<file path="config.mk">
export PLATFORM = sky130hd
export DESIGN_NAME = exhaustive_tour_search_flat
export DESIGN_NICKNAME = d
export VERILOG_FILES = /design/src/rtl/core/ets_pkg.sv /design/src/rtl/core/ets_if.sv /design/src/rtl/core/ets_ctrl.sv /design/src/rtl/core/ets_datapath.sv /design/src/rtl/core/exhaustive_tour_search.sv /design/src/flat_wrapper.sv
export SDC_FILE = /design/constraint.sdc
export NUM_CORES = 1
export LEC_CHECK = 0
export BUFFER_PORTS_ARGS = -buffer_cell sky130_fd_sc_hd__buf_2
export CORE_MARGIN = 8
export CORE_UTILIZATION = 50
export CTS_BUF_LIST = sky130_fd_sc_hd__clkbuf_8 sky130_fd_sc_hd__clkbuf_16
export DETAILED_ROUTE_END_ITERATION = 7
export PLACE_DENSITY = 0.65
export SYNTH_ARGS = -nofsm -noshare
export SYNTH_HDL_FRONTEND = slang
export SYNTH_HIERARCHICAL = 1
export SYNTH_SLANG_ARGS = --single-unit
</file>
<file path="constraint.sdc">
create_clock -name clock -period 5.6 [get_ports clock]
set_input_delay 0.84 -clock clock [delete_from_list [all_inputs] [get_ports clock]]
set_output_delay 0.84 -clock clock [all_outputs]
set_load 0.03 [all_outputs]
</file>
<file path="src/rtl/core/ets_pkg.sv">
// Package for the exhaustive tour search block: sizes, state codes and the
// command and status groups between the controller and the datapath.
// Depends on nothing; every other file of the block imports it.
`default_nettype none

package ets_pkg;

   // Sizing of the search.
   localparam int MAX_CITIES  = 8;
   localparam int DIST_BITS   = 16;

   // Fixed widths of the channel fields and of the register.
   localparam int DIST_IN_BITS   = 16;
   localparam int CITY_OUT_BITS  = 3;
   localparam int TOUR_COST_BITS = 19;
   localparam int CFG_BITS       = 4;
   localparam int CITY_COUNT_RESET = 4;

   // Derived widths.
   localparam int CITY_BITS   = (MAX_CITIES > 1) ? $clog2(MAX_CITIES) : 1;
   localparam int CNT_BITS    = $clog2(MAX_CITIES + 1);
   localparam int STORE_DEPTH = MAX_CITIES * MAX_CITIES;
   localparam int ADDR_BITS   = $clog2(STORE_DEPTH);
   localparam int LOAD_BITS   = $clog2(STORE_DEPTH + 1);
   localparam int PROD_BITS   = 2 * CNT_BITS;
   localparam int COST_BITS   = DIST_BITS + CITY_BITS + 1;

   // Best cost before any order of a job has been scored.
   localparam logic [COST_BITS-1:0] COST_ALL_ONES = '1;

   typedef enum logic [2:0] {
      ST_LOAD,
      ST_ENTER,
      ST_EVAL,
      ST_DRAIN,
      ST_COMPARE,
      ST_UNDO,
      ST_ADVANCE,
      ST_EMIT
   } state_type;

   typedef struct packed {
      logic store;      // write the accepted distance beat
      logic start;      // begin a new search
      logic enter;      // open the next level of the order tree
      logic issue;      // read one edge of the current order
      logic compare;    // score the finished order
      logic up;         // return to the level above
      logic undo;       // swap back and step the choice at this level
      logic advance;    // apply the new choice at this level and go deeper
      logic emit_next;  // one tour city was taken
   } cmd_type;

   typedef struct packed {
      logic leaf;         // the current level is the last position
      logic last_edge;    // the edge being read closes the cycle
      logic depth_zero;   // at the top level
      logic more_choices; // the current level has another city to try
      logic last_out;     // the city being shown is the last of the tour
   } status_type;

endpackage

`default_nettype wire

</file>
<file path="src/rtl/core/ets_if.sv">
// Channel interfaces of the exhaustive tour search: distance beats in,
// tour beats out, and the city count write port. Depends on ets_pkg.
`default_nettype none

interface ets_req_if;
   import ets_pkg::*;
   logic                    valid;
   logic                    ready;
   logic [DIST_IN_BITS-1:0] distance;
   logic                    last_entry;
   modport source (output valid, output distance, output last_entry, input ready);
   modport sink (input valid, input distance, input last_entry, output ready);
endinterface

interface ets_rsp_if;
   import ets_pkg::*;
   logic                      valid;
   logic                      ready;
   logic [CITY_OUT_BITS-1:0]  city;
   logic [TOUR_COST_BITS-1:0] tour_cost;
   logic                      last_city;
   modport source (output valid, output city, output tour_cost, output last_city,
                   input ready);
   modport sink (input valid, input city, input tour_cost, input last_city,
                 output ready);
endinterface

interface ets_csr_if;
   import ets_pkg::*;
   logic                valid;
   logic                ready;
   logic [CFG_BITS-1:0] city_count;
   modport source (output valid, output city_count, input ready);
   modport sink (input valid, input city_count, output ready);
endinterface

`default_nettype wire

</file>
<file path="src/rtl/core/ets_ctrl.sv">
// Controller of the exhaustive tour search: walks the order tree and
// sequences loading, scoring and tour output. Depends on ets_pkg.
`default_nettype none

module ets_ctrl (
   input  wire                      clock,
   input  wire                      reset,
   input  wire                      req_valid,
   input  wire                      req_last_entry,
   output logic                     req_ready,
   output logic                     rsp_valid,
   input  wire                      rsp_ready,
   input  ets_pkg::status_type      status,
   output ets_pkg::cmd_type         cmd
);
   import ets_pkg::*;

   state_type state_ff;
   state_type state_in;

   always_ff @(posedge clock) begin
      if (reset) begin
         state_ff <= ST_LOAD;
      end else begin
         state_ff <= state_in;
      end
   end

   always_comb begin
      state_in  = state_ff;
      cmd       = '0;
      req_ready = 1'b0;
      rsp_valid = 1'b0;
      unique case (state_ff)
         ST_LOAD: begin
            req_ready = 1'b1;
            if (req_valid) begin
               cmd.store = 1'b1;
               if (req_last_entry) begin
                  cmd.start = 1'b1;
                  state_in  = ST_ENTER;
               end
            end
         end
         ST_ENTER: begin
            if (status.leaf) begin
               state_in = ST_EVAL;
            end else begin
               cmd.enter = 1'b1;
            end
         end
         ST_EVAL: begin
            cmd.issue = 1'b1;
            if (status.last_edge) begin
               state_in = ST_DRAIN;
            end
         end
         ST_DRAIN: begin
            state_in = ST_COMPARE;
         end
         ST_COMPARE: begin
            cmd.compare = 1'b1;
            if (status.depth_zero) begin
               state_in = ST_EMIT;
            end else begin
               cmd.up   = 1'b1;
               state_in = ST_UNDO;
            end
         end
         ST_UNDO: begin
            cmd.undo = 1'b1;
            if (status.more_choices) begin
               state_in = ST_ADVANCE;
            end else if (status.depth_zero) begin
               state_in = ST_EMIT;
            end else begin
               cmd.up = 1'b1;
            end
         end
         ST_ADVANCE: begin
            cmd.advance = 1'b1;
            state_in    = ST_ENTER;
         end
         ST_EMIT: begin
            rsp_valid = 1'b1;
            if (rsp_ready) begin
               cmd.emit_next = 1'b1;
               if (status.last_out) begin
                  state_in = ST_LOAD;
               end
            end
         end
         default: begin
            state_in = ST_LOAD;
         end
      endcase
   end

endmodule

`default_nettype wire

</file>
<file path="src/rtl/core/ets_datapath.sv">
// Datapath of the exhaustive tour search: distance memory, current order with
// its level stack, cost accumulator, best tour and the city count register.
// Depends on ets_pkg.
`default_nettype none

module ets_datapath (
   input  wire                                 clock,
   input  wire                                 reset,
   input  ets_pkg::cmd_type                    cmd,
   output ets_pkg::status_type                 status,
   input  wire [ets_pkg::DIST_IN_BITS-1:0]     req_distance,
   input  wire                                 csr_valid,
   input  wire [ets_pkg::CFG_BITS-1:0]         csr_city_count,
   output logic [ets_pkg::CITY_OUT_BITS-1:0]   rsp_city,
   output logic [ets_pkg::TOUR_COST_BITS-1:0]  rsp_tour_cost,
   output logic                                rsp_last_city
);
   import ets_pkg::*;

   logic [DIST_BITS-1:0] dist_mem [STORE_DEPTH];
   logic [DIST_BITS-1:0] rd_data_ff;
   logic                 rd_valid_ff;

   logic [CFG_BITS-1:0]  city_count_ff, city_count_in;
   logic [LOAD_BITS-1:0] load_pos_ff, load_pos_in;
   logic [CITY_BITS-1:0] order_ff [MAX_CITIES];
   logic [CITY_BITS-1:0] order_in [MAX_CITIES];
   logic [CNT_BITS-1:0]  level_ff [MAX_CITIES];
   logic [CNT_BITS-1:0]  level_in [MAX_CITIES];
   logic [CITY_BITS-1:0] best_order_ff [MAX_CITIES];
   logic [CITY_BITS-1:0] best_order_in [MAX_CITIES];
   logic [COST_BITS-1:0] best_cost_ff, best_cost_in;
   logic                 best_valid_ff, best_valid_in;
   logic [COST_BITS-1:0] acc_ff, acc_in;
   logic [CITY_BITS-1:0] depth_ff, depth_in;
   logic [CITY_BITS-1:0] edge_ff, edge_in;
   logic [CITY_BITS-1:0] emit_ff, emit_in;

   logic [CNT_BITS-1:0]  n_eff;
   logic [CITY_BITS-1:0] choice;
   logic [CNT_BITS-1:0]  level_cur;
   logic [CITY_BITS-1:0] edge_nx;
   logic [CITY_BITS-1:0] city_a;
   logic [CITY_BITS-1:0] city_b;
   logic [PROD_BITS-1:0] rd_sum;
   logic [ADDR_BITS-1:0] rd_addr;
   logic                 store_ok;
   logic                 better;

   // City count in use: zero means one city, large values saturate.
   always_comb begin
      if (city_count_ff == '0) begin
         n_eff = CNT_BITS'(1);
      end else if (city_count_ff > CFG_BITS'(MAX_CITIES)) begin
         n_eff = CNT_BITS'(MAX_CITIES);
      end else begin
         n_eff = CNT_BITS'(city_count_ff);
      end
   end

   assign level_cur = level_ff[depth_ff];
   assign choice    = CITY_BITS'(level_cur);

   assign status.leaf         = (CNT_BITS'(depth_ff) + CNT_BITS'(1)) >= n_eff;
   assign status.last_edge    = (CNT_BITS'(edge_ff) + CNT_BITS'(1)) == n_eff;
   assign status.depth_zero   = (depth_ff == '0);
   assign status.more_choices = (level_cur + CNT_BITS'(1)) < n_eff;
   assign status.last_out     = (CNT_BITS'(emit_ff) + CNT_BITS'(1)) == n_eff;

   // Edge address: entry (a, b) lives at a * n + b.
   assign edge_nx = status.last_edge ? '0 : edge_ff + CITY_BITS'(1);
   assign city_a  = order_ff[edge_ff];
   assign city_b  = order_ff[edge_nx];
   assign rd_sum  = PROD_BITS'(city_a) * PROD_BITS'(n_eff) + PROD_BITS'(city_b);
   assign rd_addr = rd_sum[ADDR_BITS-1:0];

   assign store_ok = cmd.store && (load_pos_ff < LOAD_BITS'(STORE_DEPTH));
   assign better   = !best_valid_ff || (acc_ff < best_cost_ff);

   always_ff @(posedge clock) begin
      if (store_ok) begin
         dist_mem[load_pos_ff[ADDR_BITS-1:0]] <= DIST_BITS'(req_distance);
      end
      rd_data_ff <= dist_mem[rd_addr];
   end

   always_comb begin
      city_count_in = csr_valid ? csr_city_count : city_count_ff;

      load_pos_in = load_pos_ff;
      if (cmd.start) begin
         load_pos_in = '0;
      end else if (store_ok) begin
         load_pos_in = load_pos_ff + LOAD_BITS'(1);
      end

      order_in      = order_ff;
      level_in      = level_ff;
      best_order_in = best_order_ff;
      if (cmd.start) begin
         for (int i = 0; i < MAX_CITIES; i++) begin
            order_in[i] = CITY_BITS'(i);
            level_in[i] = '0;
         end
      end
      if (cmd.undo || cmd.advance) begin
         order_in[depth_ff] = order_ff[choice];
         order_in[choice]   = order_ff[depth_ff];
      end
      if (cmd.enter) begin
         level_in[depth_ff] = CNT_BITS'(depth_ff);
      end
      if (cmd.undo) begin
         level_in[depth_ff] = status.more_choices ? level_cur + CNT_BITS'(1) : '0;
      end
      if (cmd.compare && better) begin
         best_order_in = order_ff;
      end

      best_cost_in  = best_cost_ff;
      best_valid_in = best_valid_ff;
      if (cmd.start) begin
         best_cost_in  = COST_ALL_ONES;
         best_valid_in = 1'b0;
      end else if (cmd.compare && better) begin
         best_cost_in  = acc_ff;
         best_valid_in = 1'b1;
      end

      acc_in = acc_ff;
      if (cmd.start || cmd.compare) begin
         acc_in = '0;
      end else if (rd_valid_ff) begin
         acc_in = acc_ff + COST_BITS'(rd_data_ff);
      end

      depth_in = depth_ff;
      if (cmd.start) begin
         depth_in = '0;
      end else if (cmd.enter || cmd.advance) begin
         depth_in = depth_ff + CITY_BITS'(1);
      end else if (cmd.up) begin
         depth_in = depth_ff - CITY_BITS'(1);
      end

      edge_in = edge_ff;
      if (cmd.start) begin
         edge_in = '0;
      end else if (cmd.issue) begin
         edge_in = edge_nx;
      end

      emit_in = emit_ff;
      if (cmd.start) begin
         emit_in = '0;
      end else if (cmd.emit_next) begin
         emit_in = status.last_out ? '0 : emit_ff + CITY_BITS'(1);
      end
   end

   always_ff @(posedge clock) begin
      if (reset) begin
         city_count_ff <= CFG_BITS'(CITY_COUNT_RESET);
         load_pos_ff   <= '0;
         best_cost_ff  <= COST_ALL_ONES;
         best_valid_ff <= 1'b0;
         acc_ff        <= '0;
         depth_ff      <= '0;
         edge_ff       <= '0;
         emit_ff       <= '0;
         rd_valid_ff   <= 1'b0;
         for (int i = 0; i < MAX_CITIES; i++) begin
            order_ff[i]      <= CITY_BITS'(i);
            level_ff[i]      <= '0;
            best_order_ff[i] <= '0;
         end
      end else begin
         city_count_ff <= city_count_in;
         load_pos_ff   <= load_pos_in;
         best_cost_ff  <= best_cost_in;
         best_valid_ff <= best_valid_in;
         acc_ff        <= acc_in;
         depth_ff      <= depth_in;
         edge_ff       <= edge_in;
         emit_ff       <= emit_in;
         rd_valid_ff   <= cmd.issue;
         order_ff      <= order_in;
         level_ff      <= level_in;
         best_order_ff <= best_order_in;
      end
   end

   assign rsp_city      = CITY_OUT_BITS'(best_order_ff[emit_ff]);
   assign rsp_tour_cost = TOUR_COST_BITS'(best_cost_ff);
   assign rsp_last_city = status.last_out;

endmodule

`default_nettype wire

</file>
<file path="src/rtl/core/exhaustive_tour_search.sv">
// Top level of the exhaustive tour search (brute-force travelling salesman).
// Depends on ets_pkg, the channel interfaces, ets_ctrl and ets_datapath.
//
//   channel | direction | beat carries                      | handshake
//   req_if  | in        | distance, last_entry              | valid/ready
//   rsp_if  | out       | city, tour_cost, last_city        | valid/ready
//   csr_if  | in        | city_count                        | valid/ready, ready high
//
// A distance beat is taken every cycle while the block is loading. The beat
// flagged last_entry starts the search, which scores all n! orders: each order
// is scored by n edge reads from the distance memory's single read port, then
// a drain and a compare state, then a walk of the order tree to the next order.
// After the search, n tour beats follow, one per cycle while rsp ready is high;
// a stall on rsp simply holds the current beat. No new distance beat is taken
// until the last tour beat has gone. Reset is synchronous and needs no
// clearing pass; memory entries are only defined once written.
`default_nettype none

module exhaustive_tour_search (
   input  wire      clock,
   input  wire      reset,
   ets_req_if.sink  req_if,
   ets_rsp_if.source rsp_if,
   ets_csr_if.sink  csr_if
);
   import ets_pkg::*;

   cmd_type    cmd;
   status_type status;

   // Register always writable; the user must write it only while idle, unchecked.
   assign csr_if.ready = 1'b1;

   // The controller owns the handshakes and walks the order tree.
   ets_ctrl u_ctrl (
      .clock          (clock),
      .reset          (reset),
      .req_valid      (req_if.valid),
      .req_last_entry (req_if.last_entry),
      .req_ready      (req_if.ready),
      .rsp_valid      (rsp_if.valid),
      .rsp_ready      (rsp_if.ready),
      .status         (status),
      .cmd            (cmd)
   );

   // The datapath holds the matrix, the current and best orders and the costs.
   ets_datapath u_datapath (
      .clock          (clock),
      .reset          (reset),
      .cmd            (cmd),
      .status         (status),
      .req_distance   (req_if.distance),
      .csr_valid      (csr_if.valid),
      .csr_city_count (csr_if.city_count),
      .rsp_city       (rsp_if.city),
      .rsp_tour_cost  (rsp_if.tour_cost),
      .rsp_last_city  (rsp_if.last_city)
   );

   // Loading and tour output never overlap.
   assert property (@(posedge clock) disable iff (reset)
      !(req_if.ready && rsp_if.valid))
      else $error("loading and tour output overlap");

   // The beat that closes the matrix ends loading until the tour has gone out.
   assert property (@(posedge clock) disable iff (reset)
      (req_if.valid && req_if.ready && req_if.last_entry) |=> !req_if.ready)
      else $error("loading continued after the final matrix entry");

   // Once the final tour beat is taken, the block is ready for a new matrix.
   assert property (@(posedge clock) disable iff (reset)
      (rsp_if.valid && rsp_if.ready && rsp_if.last_city) |=> req_if.ready)
      else $error("block not back to loading after the tour");

   // Every beat of one tour reports the same cost.
   assert property (@(posedge clock) disable iff (reset)
      (rsp_if.valid && $past(rsp_if.valid)) |-> $stable(rsp_if.tour_cost))
      else $error("tour cost changed within one tour");

endmodule

`default_nettype wire
</file>
<file path="src/flat_wrapper.sv">
// flat-port wrapper written by rule: the top's interface ports become plain ports
module exhaustive_tour_search_flat import ets_pkg::*;
  (clock, reset, req_if_valid, req_if_distance, req_if_last_entry, req_if_ready, rsp_if_valid, rsp_if_city, rsp_if_tour_cost, rsp_if_last_city, rsp_if_ready, csr_if_valid, csr_if_city_count, csr_if_ready);
  ets_req_if req_if_i ();
  ets_rsp_if rsp_if_i ();
  ets_csr_if csr_if_i ();
  input  wire clock;
  input  wire reset;
  input wire logic [$bits(req_if_i.valid)-1:0] req_if_valid;
  input wire logic [$bits(req_if_i.distance)-1:0] req_if_distance;
  input wire logic [$bits(req_if_i.last_entry)-1:0] req_if_last_entry;
  output wire logic [$bits(req_if_i.ready)-1:0] req_if_ready;
  output wire logic [$bits(rsp_if_i.valid)-1:0] rsp_if_valid;
  output wire logic [$bits(rsp_if_i.city)-1:0] rsp_if_city;
  output wire logic [$bits(rsp_if_i.tour_cost)-1:0] rsp_if_tour_cost;
  output wire logic [$bits(rsp_if_i.last_city)-1:0] rsp_if_last_city;
  input wire logic [$bits(rsp_if_i.ready)-1:0] rsp_if_ready;
  input wire logic [$bits(csr_if_i.valid)-1:0] csr_if_valid;
  input wire logic [$bits(csr_if_i.city_count)-1:0] csr_if_city_count;
  output wire logic [$bits(csr_if_i.ready)-1:0] csr_if_ready;
  assign req_if_i.valid = req_if_valid;
  assign req_if_i.distance = req_if_distance;
  assign req_if_i.last_entry = req_if_last_entry;
  assign req_if_ready = req_if_i.ready;
  assign rsp_if_valid = rsp_if_i.valid;
  assign rsp_if_city = rsp_if_i.city;
  assign rsp_if_tour_cost = rsp_if_i.tour_cost;
  assign rsp_if_last_city = rsp_if_i.last_city;
  assign rsp_if_i.ready = rsp_if_ready;
  assign csr_if_i.valid = csr_if_valid;
  assign csr_if_i.city_count = csr_if_city_count;
  assign csr_if_ready = csr_if_i.ready;
  exhaustive_tour_search u_core (.clock(clock), .reset(reset), .req_if(req_if_i), .rsp_if(rsp_if_i), .csr_if(csr_if_i));
endmodule
</file>
==> reports/metrics.cfg, run 1 <==
[status]
status = finished clean

[synth]
synth_area_sq_um = 49400
ys_ff_latch = 1185
postSynth.asyncResetShare_pct = 0
synth_top_area_share_pct = 62.3
yosysWarnings = 6
synthTopCellsByArea = edfxtp_1 62%, mux4_2 16%, dfxtp_1 6.5%
yosysUniqueCellTypes = 80
yosysTopAreaCell = edfxtp_1
synth_commonest_cells = 1,024 x edfxtp_1, 343 x mux4_2, 205 x nor2_1
yosys_most_used_dff = edfxtp_1
yosysMostFrequentCell = edfxtp_1
synthCells = 2739
synth.net_count = 2829
synth_edf_count = 1024
syn_avg_cell_area_sq_um = 18.0
ys_seq_area_share_pct = 68.8

[pwr]
vdd_drop_max_v = 0.000302
p_per_area_nw_per_um2 = 356
power_mw = 19.9
cellLeakagePower_nw = 18.6

[critical_path]
cpPeakStageDelay_ps = 620
crit_slowest_cell = mux4_2
start_kind = register
end_kind = register
arrival_ps = 5980
critical_path_required_ps = 6170
critPathMaxFanout = 33
path_class = reg2reg
cp_cell_sequence = ha_1, xnor2_1, and2_1, nand3_1, o21ba_4, mux4_2, nand2_1, o221ai_1, fa_1, inv_1, fa_4, xor2_4, buf_12, buf_12, mux4_2, mux2i_1, a21oi_1

[routing]
dr_total_vias = 26507
via_per_inst = 6.22
drc_errors = 0
drt-initial-drc-count = 2978
dr.pass1.iters = 8
wl_per_cell_microns = 27.8
ant_nets = 0
wl_microns = 118000

[finish]
syn2layout_area_growth_pct = 13.1
finalNonFillerCells = 4259
final_area_sq_um = 55800
nets = 2959
drive_above_1_share_pct = 26.5
post-route-util_pct = 56.9

[clock_network]
cts_buffers = 117
cts.repair.resized = 0
insertion_delay_ps = 700
cts_max_path_buffers = 3
path_clk_slew_ps = 60
cts_hold_buf = 0
post_cts_buffers = 0
clockRootBuffer = clkbuf_16
htree_levels = 3
cts_tree = built
cts.sinks = 1185

[place]
gp_congestion = 0.878
dpl.hpwl_microns = 73400
dpl-instance-area_sq_um = 51700
place_ws_ps = 97.5
numPortBuffers = 50
placed_cells = 4037

[floorplanning]
placementRows = 115
coreArea_sq_um = 98100
initial_core_util_pct = 50.3
die_area_sq_um = 109000
die_y_microns = 330
io_pins = 52
die_w_microns = 330

[timing]
finalSetupViolCount = 0
tightest_slew_ps = 1270
post-route-period-util_pct = 96.6
maxSlewHeadroom_pct = 15.5
setup_slack_ps = 190
skew_ps = 39.2
hold_viol_final = 0
fin_setup_tns_ps = 0
drv_slew = 0
holdWs_ps = 394
period_minus_slack_ps = 5410
fmax_mhz = 185
rsz0062_at_grt = false

[grt]
grt_antenna_before_repair = 4
grt_max_degree = 97
grt_usage_pct = 21.7
grt_pass1_wl_microns = 177000
overflow = 0
grt_pass1_vias = 26511

[flow_run]
maxCapViolCount = 0

[worst_hold_path]
hold_path_class = in2reg

## layout make-up
cell class | count | area [sq um]
Inverter | 46 | 173
Clock inverter | 95 | 1020
Timing Repair Buffer | 188 | 1450
Fill cell | 7224 | 42300
Tap cell | 1287 | 1610
Clock buffer | 126 | 3100
Multi-Input combinational cell | 1331 | 14500
Antenna cell | 1 | 2.50
Sequential cell | 1185 | 34000
## registers in the layout, summed over array words and instances (netlist names)
signal	flops
u_core/u_datapath/edge_ff	3
u_core/u_datapath/depth_ff	3
u_core/u_ctrl/state_ff	3
u_core/u_datapath/emit_ff	3
u_core/u_datapath/dist_mem	1024
u_core/u_datapath/best_valid_ff	1
u_core/u_datapath/acc_ff	20
u_core/u_datapath/load_pos_ff	7
u_core/u_datapath/best_cost_ff	20
u_core/u_datapath/rd_valid_ff	1
u_core/u_datapath/city_count_ff	4
u_core/u_datapath/level_ff	32
u_core/u_datapath/best_order_ff	24
u_core/u_datapath/order_ff	24
u_core/u_datapath/rd_data_ff	16
## power breakdown
part | switching [mW] | total (mW) | internal, mW
Sequential | 0.106 | 9.76 | 9.65
Combinational | 1.01 | 1.89 | 0.876
Clock | 3.39 | 8.24 | 4.84
Total | 4.52 | 19.9 | 15.4
## worst paths after layout
| path | start | endpoint | slack, ps | cells past startpoint |
|---|---|---|---|---|
| min | csr_if_city_count[2] | u_core/u_datapath/city_count_ff[2]$_SDFFE_PP1P_ | 390 | 2 |
| max | u_core/u_datapath/edge_ff[0]$_SDFFE_PP0P_ | u_core/u_datapath/rd_data_ff[12]$_DFF_P_ | 190 | 17 |
| max reg2reg | u_core/u_datapath/edge_ff[0]$_SDFFE_PP0P_ | u_core/u_datapath/rd_data_ff[12]$_DFF_P_ | 190 | 17 |
| min reg2reg | u_core/u_datapath/best_order_ff[6]$_SDFFE_PP0P_ | u_core/u_datapath/best_order_ff[6]$_SDFFE_PP0P_ | 470 | 2 |
## kinds of logic after synthesis
kind of cell / after synthesis / share of synthesized area [%]
AND/OR/NAND/NOR: 502 / 4.95
AO/OA/AOI/OAI: 281 / 3.97
other: 1 / 0.00760
multiplexers: 453 / 17.9
adder cells (fa/ha/maj): 64 / 1.71
flip-flops: 1185 / 68.8
buffers and inverters: 223 / 2.06
XOR/XNOR: 30 / 0.548
## critical path: cells and delay by family, from the launching register on
kind	cells	cell delay (ps)
AOI/OAI and AO/OA	3	550
muxes	3	1560
and+or+nand+nor	3	360
xor gates and xnor gates	2	340
adders and majority gates	3	1420
DFF	1	330
buffers and inverters	3	670
## layout by cell type (no fill, tap or decap), types with 7 or more instances in the layout
cell type	Yosys	routed
a211oi_1	35	35
a21o_1	24	24
a21oi_1	79	79
a31oi_1	12	12
a32o_1	16	16
and2_1	8	8
and3_1	14	14
buf_12	0	13
buf_2	43	50
buf_4	29	125
bufinv_16	0	18
clkbuf_16	0	121
clkinv_1	2	12
clkinv_2	0	25
clkinvlp_4	0	10
dfxtp_1	161	161
edfxtp_1	1024	1024
ha_1	58	56
inv_1	41	57
mux2i_1	102	101
mux4_2	343	343
nand2_1	69	69
nand2b_1	61	61
nand3_1	37	37
nor2_1	205	190
nor2_2	1	16
nor2b_1	30	30
nor3_1	24	24
o21a_1	8	8
o21ai_0	31	31
o221ai_1	8	8
xnor2_1	22	20
xor2_1	7	7
## per-layer routing
layer	wire (microns)	track usage [%]	vias up
li1	-	-	11281
met1	50700	32.3	13957
met2	55400	33.7	1116
met3	9670	3.63	153
met4	2560	5.55	0
met5	0	0	-
(Power assumes the default switching activity.)
==> inputs of run 2 (changes only) <==
- SETUP_SLACK_MARGIN: not set -> 0.4
- clock period: 5.6 -> 4.91 ns (I/O delays scaled with it)
==> reports/metrics.cfg, run 2 (synthesized netlist as in run 1, its figures left out) <==
[clock_network]
cts_hold_buf = 0
clockRootBuffer = clkbuf_16
cts.sinks = 1185
cts_max_path_buffers = 3
cts_buffers = 116
path_clk_slew_ps = 60
htree_levels = 3
insertion_delay_ps = 720
cts_tree = built

[place]
gp_congestion = 0.922
dpl.hpwl_microns = 74100
numPortBuffers = 50
placed_cells = 4078
place_ws_ps = -332
dpl-instance-area_sq_um = 52200

[finish]
nets = 3044
largest_reg_flops = 1024
syn2layout_area_growth_pct = 15.4
final_cell_mix = 1,024 x edfxtp_1, 343 x mux4_2, 187 x nor2_1
final_area_sq_um = 57000
finalNonFillerCells = 4342
post-route-util_pct = 58.0
drive_above_1_share_pct = 29.5
final_common_cell = edfxtp_1
n_antenna_cell = 0

[timing]
setup_slack_ps = 150
period_minus_slack_ps = 4760
holdWs_ps = 229
hold_viol_final = 0
maxSlewHeadroom_pct = 13.2
post-route-period-util_pct = 96.9
tightest_slew_ps = 1300
fmax_mhz = 210
finalSetupViolCount = 0
fin_setup_tns_ps = 0
rsz0062_at_grt = true
drv_slew = 0
skew_ps = 47.4

[status]
status = finished clean

[critical_path]
endpoint = u_core/u_datapath/rd_data_ff[4]$_DFF_P_
arrival_ps = 5360
path_class = reg2reg
end_kind = register
critical_path_required_ps = 5510
start_kind = register
r2r-end = u_core/u_datapath/rd_data_ff[4]$_DFF_P_
critPathMaxFanout = 7
reg2reg_from = u_core/u_datapath/edge_ff[0]$_SDFFE_PP0P_
r2r_cells = 20
r2r_setup_slack_ps = 150
crit_start = u_core/u_datapath/edge_ff[0]$_SDFFE_PP0P_

[grt]
met2_usage_pct = 36.2
overflow = 0
grt_antenna_before_repair = 3
busiest_layer = met2
globalRouteMet1Util_pct = 31.9
grt_pass1_vias = 27018
grt_pass1_wl_microns = 181000
grt_max_degree = 97
grt_usage_pct = 22.4
use_met3_pct = 3.69

[routing]
wl_microns = 122000
dr.pass1.iters = 6
via_per_inst = 6.22
drt-initial-drc-count = 2670
wl_per_cell_microns = 28.2
drc_errors = 0
dr_total_vias = 26994
ant_nets = 0

[floorplanning]
die_area_sq_um = 109000
coreArea_sq_um = 98100
io_pins = 52
initial_core_util_pct = 50.3
die_y_microns = 330
die_w_microns = 330
placementRows = 115

[pwr]
vdd_drop_max_v = 0.000303
power_mw = 22.3
p_per_area_nw_per_um2 = 391
cellLeakagePower_nw = 19.2

[flow_run]
maxCapViolCount = 0

[worst_hold_path]
hold_path_class = in2reg

[run 2: what timing repair did]
action                     in CTS  in global routing
cloned                          5                  0
pin swaps                      27                 10
setup endpoints to repair      16                 33
resized for setup              54                 20
buffers inserted               35                  5
[run 2: metal layers]
metal  share of wire (%)  up-vias
li1                    -    11438
met1                  42    14263
met2                  48     1112
met3                 7.6      181
met4                 2.4        0
met5                   0        -
[run 2: worst min path at each step]
stage	startpoint	endpoint	slack, ps	cells after the start
after global routing	csr_if_city_count[2]	u_core/u_datapath/city_count_ff[2]$_SDFFE_PP1P_	230	2
after CTS	csr_if_city_count[2]	u_core/u_datapath/city_count_ff[2]$_SDFFE_PP1P_	190	2
after global placement	u_core/u_datapath/level_ff[9]$_SDFF_PP0_	u_core/u_datapath/level_ff[9]$_SDFF_PP0_	450	1
after detailed placement	u_core/u_datapath/level_ff[7]$_SDFF_PP0_	u_core/u_datapath/level_ff[7]$_SDFF_PP0_	450	1
final	csr_if_city_count[2]	u_core/u_datapath/city_count_ff[2]$_SDFFE_PP1P_	230	2
after floorplan	u_core/u_datapath/level_ff[27]$_SDFF_PP0_	u_core/u_datapath/level_ff[27]$_SDFF_PP0_	440	1
[run 2: layout make-up]
cell class	count	area (sq um)
Clock buffer	122	2990
Clock inverter	97	828
Fill cell	7203	41200
Inverter	46	174
Multi-Input combinational cell	1331	14700
Sequential cell	1185	34000
Tap cell	1287	1610
Timing Repair Buffer	274	2630
[run 2: where the power goes]
part / switching [mW] / internal [mW]
registers: 0.124 / 11.0
logic: 1.21 / 1.17
clock network: 3.83 / 4.94
total: 5.16 / 17.1
[run 2: worst max-delay path, cell delays in order, from the launching register on]
cell	delay, ps
dfxtp_4	360
ha_4	280
xnor2_2	110
and2_4	170
nand3_2	80
o21ba_4	250
mux4_2	430
nand2_1	110
o221ai_2	130
ha_4	310
ha_4	130
inv_1	50
fa_4	540
xor2_4	250
buf_12	190
buf_16	150
buf_12	120
buf_4	100
mux4_2	520
mux2i_4	230
a21oi_1	90
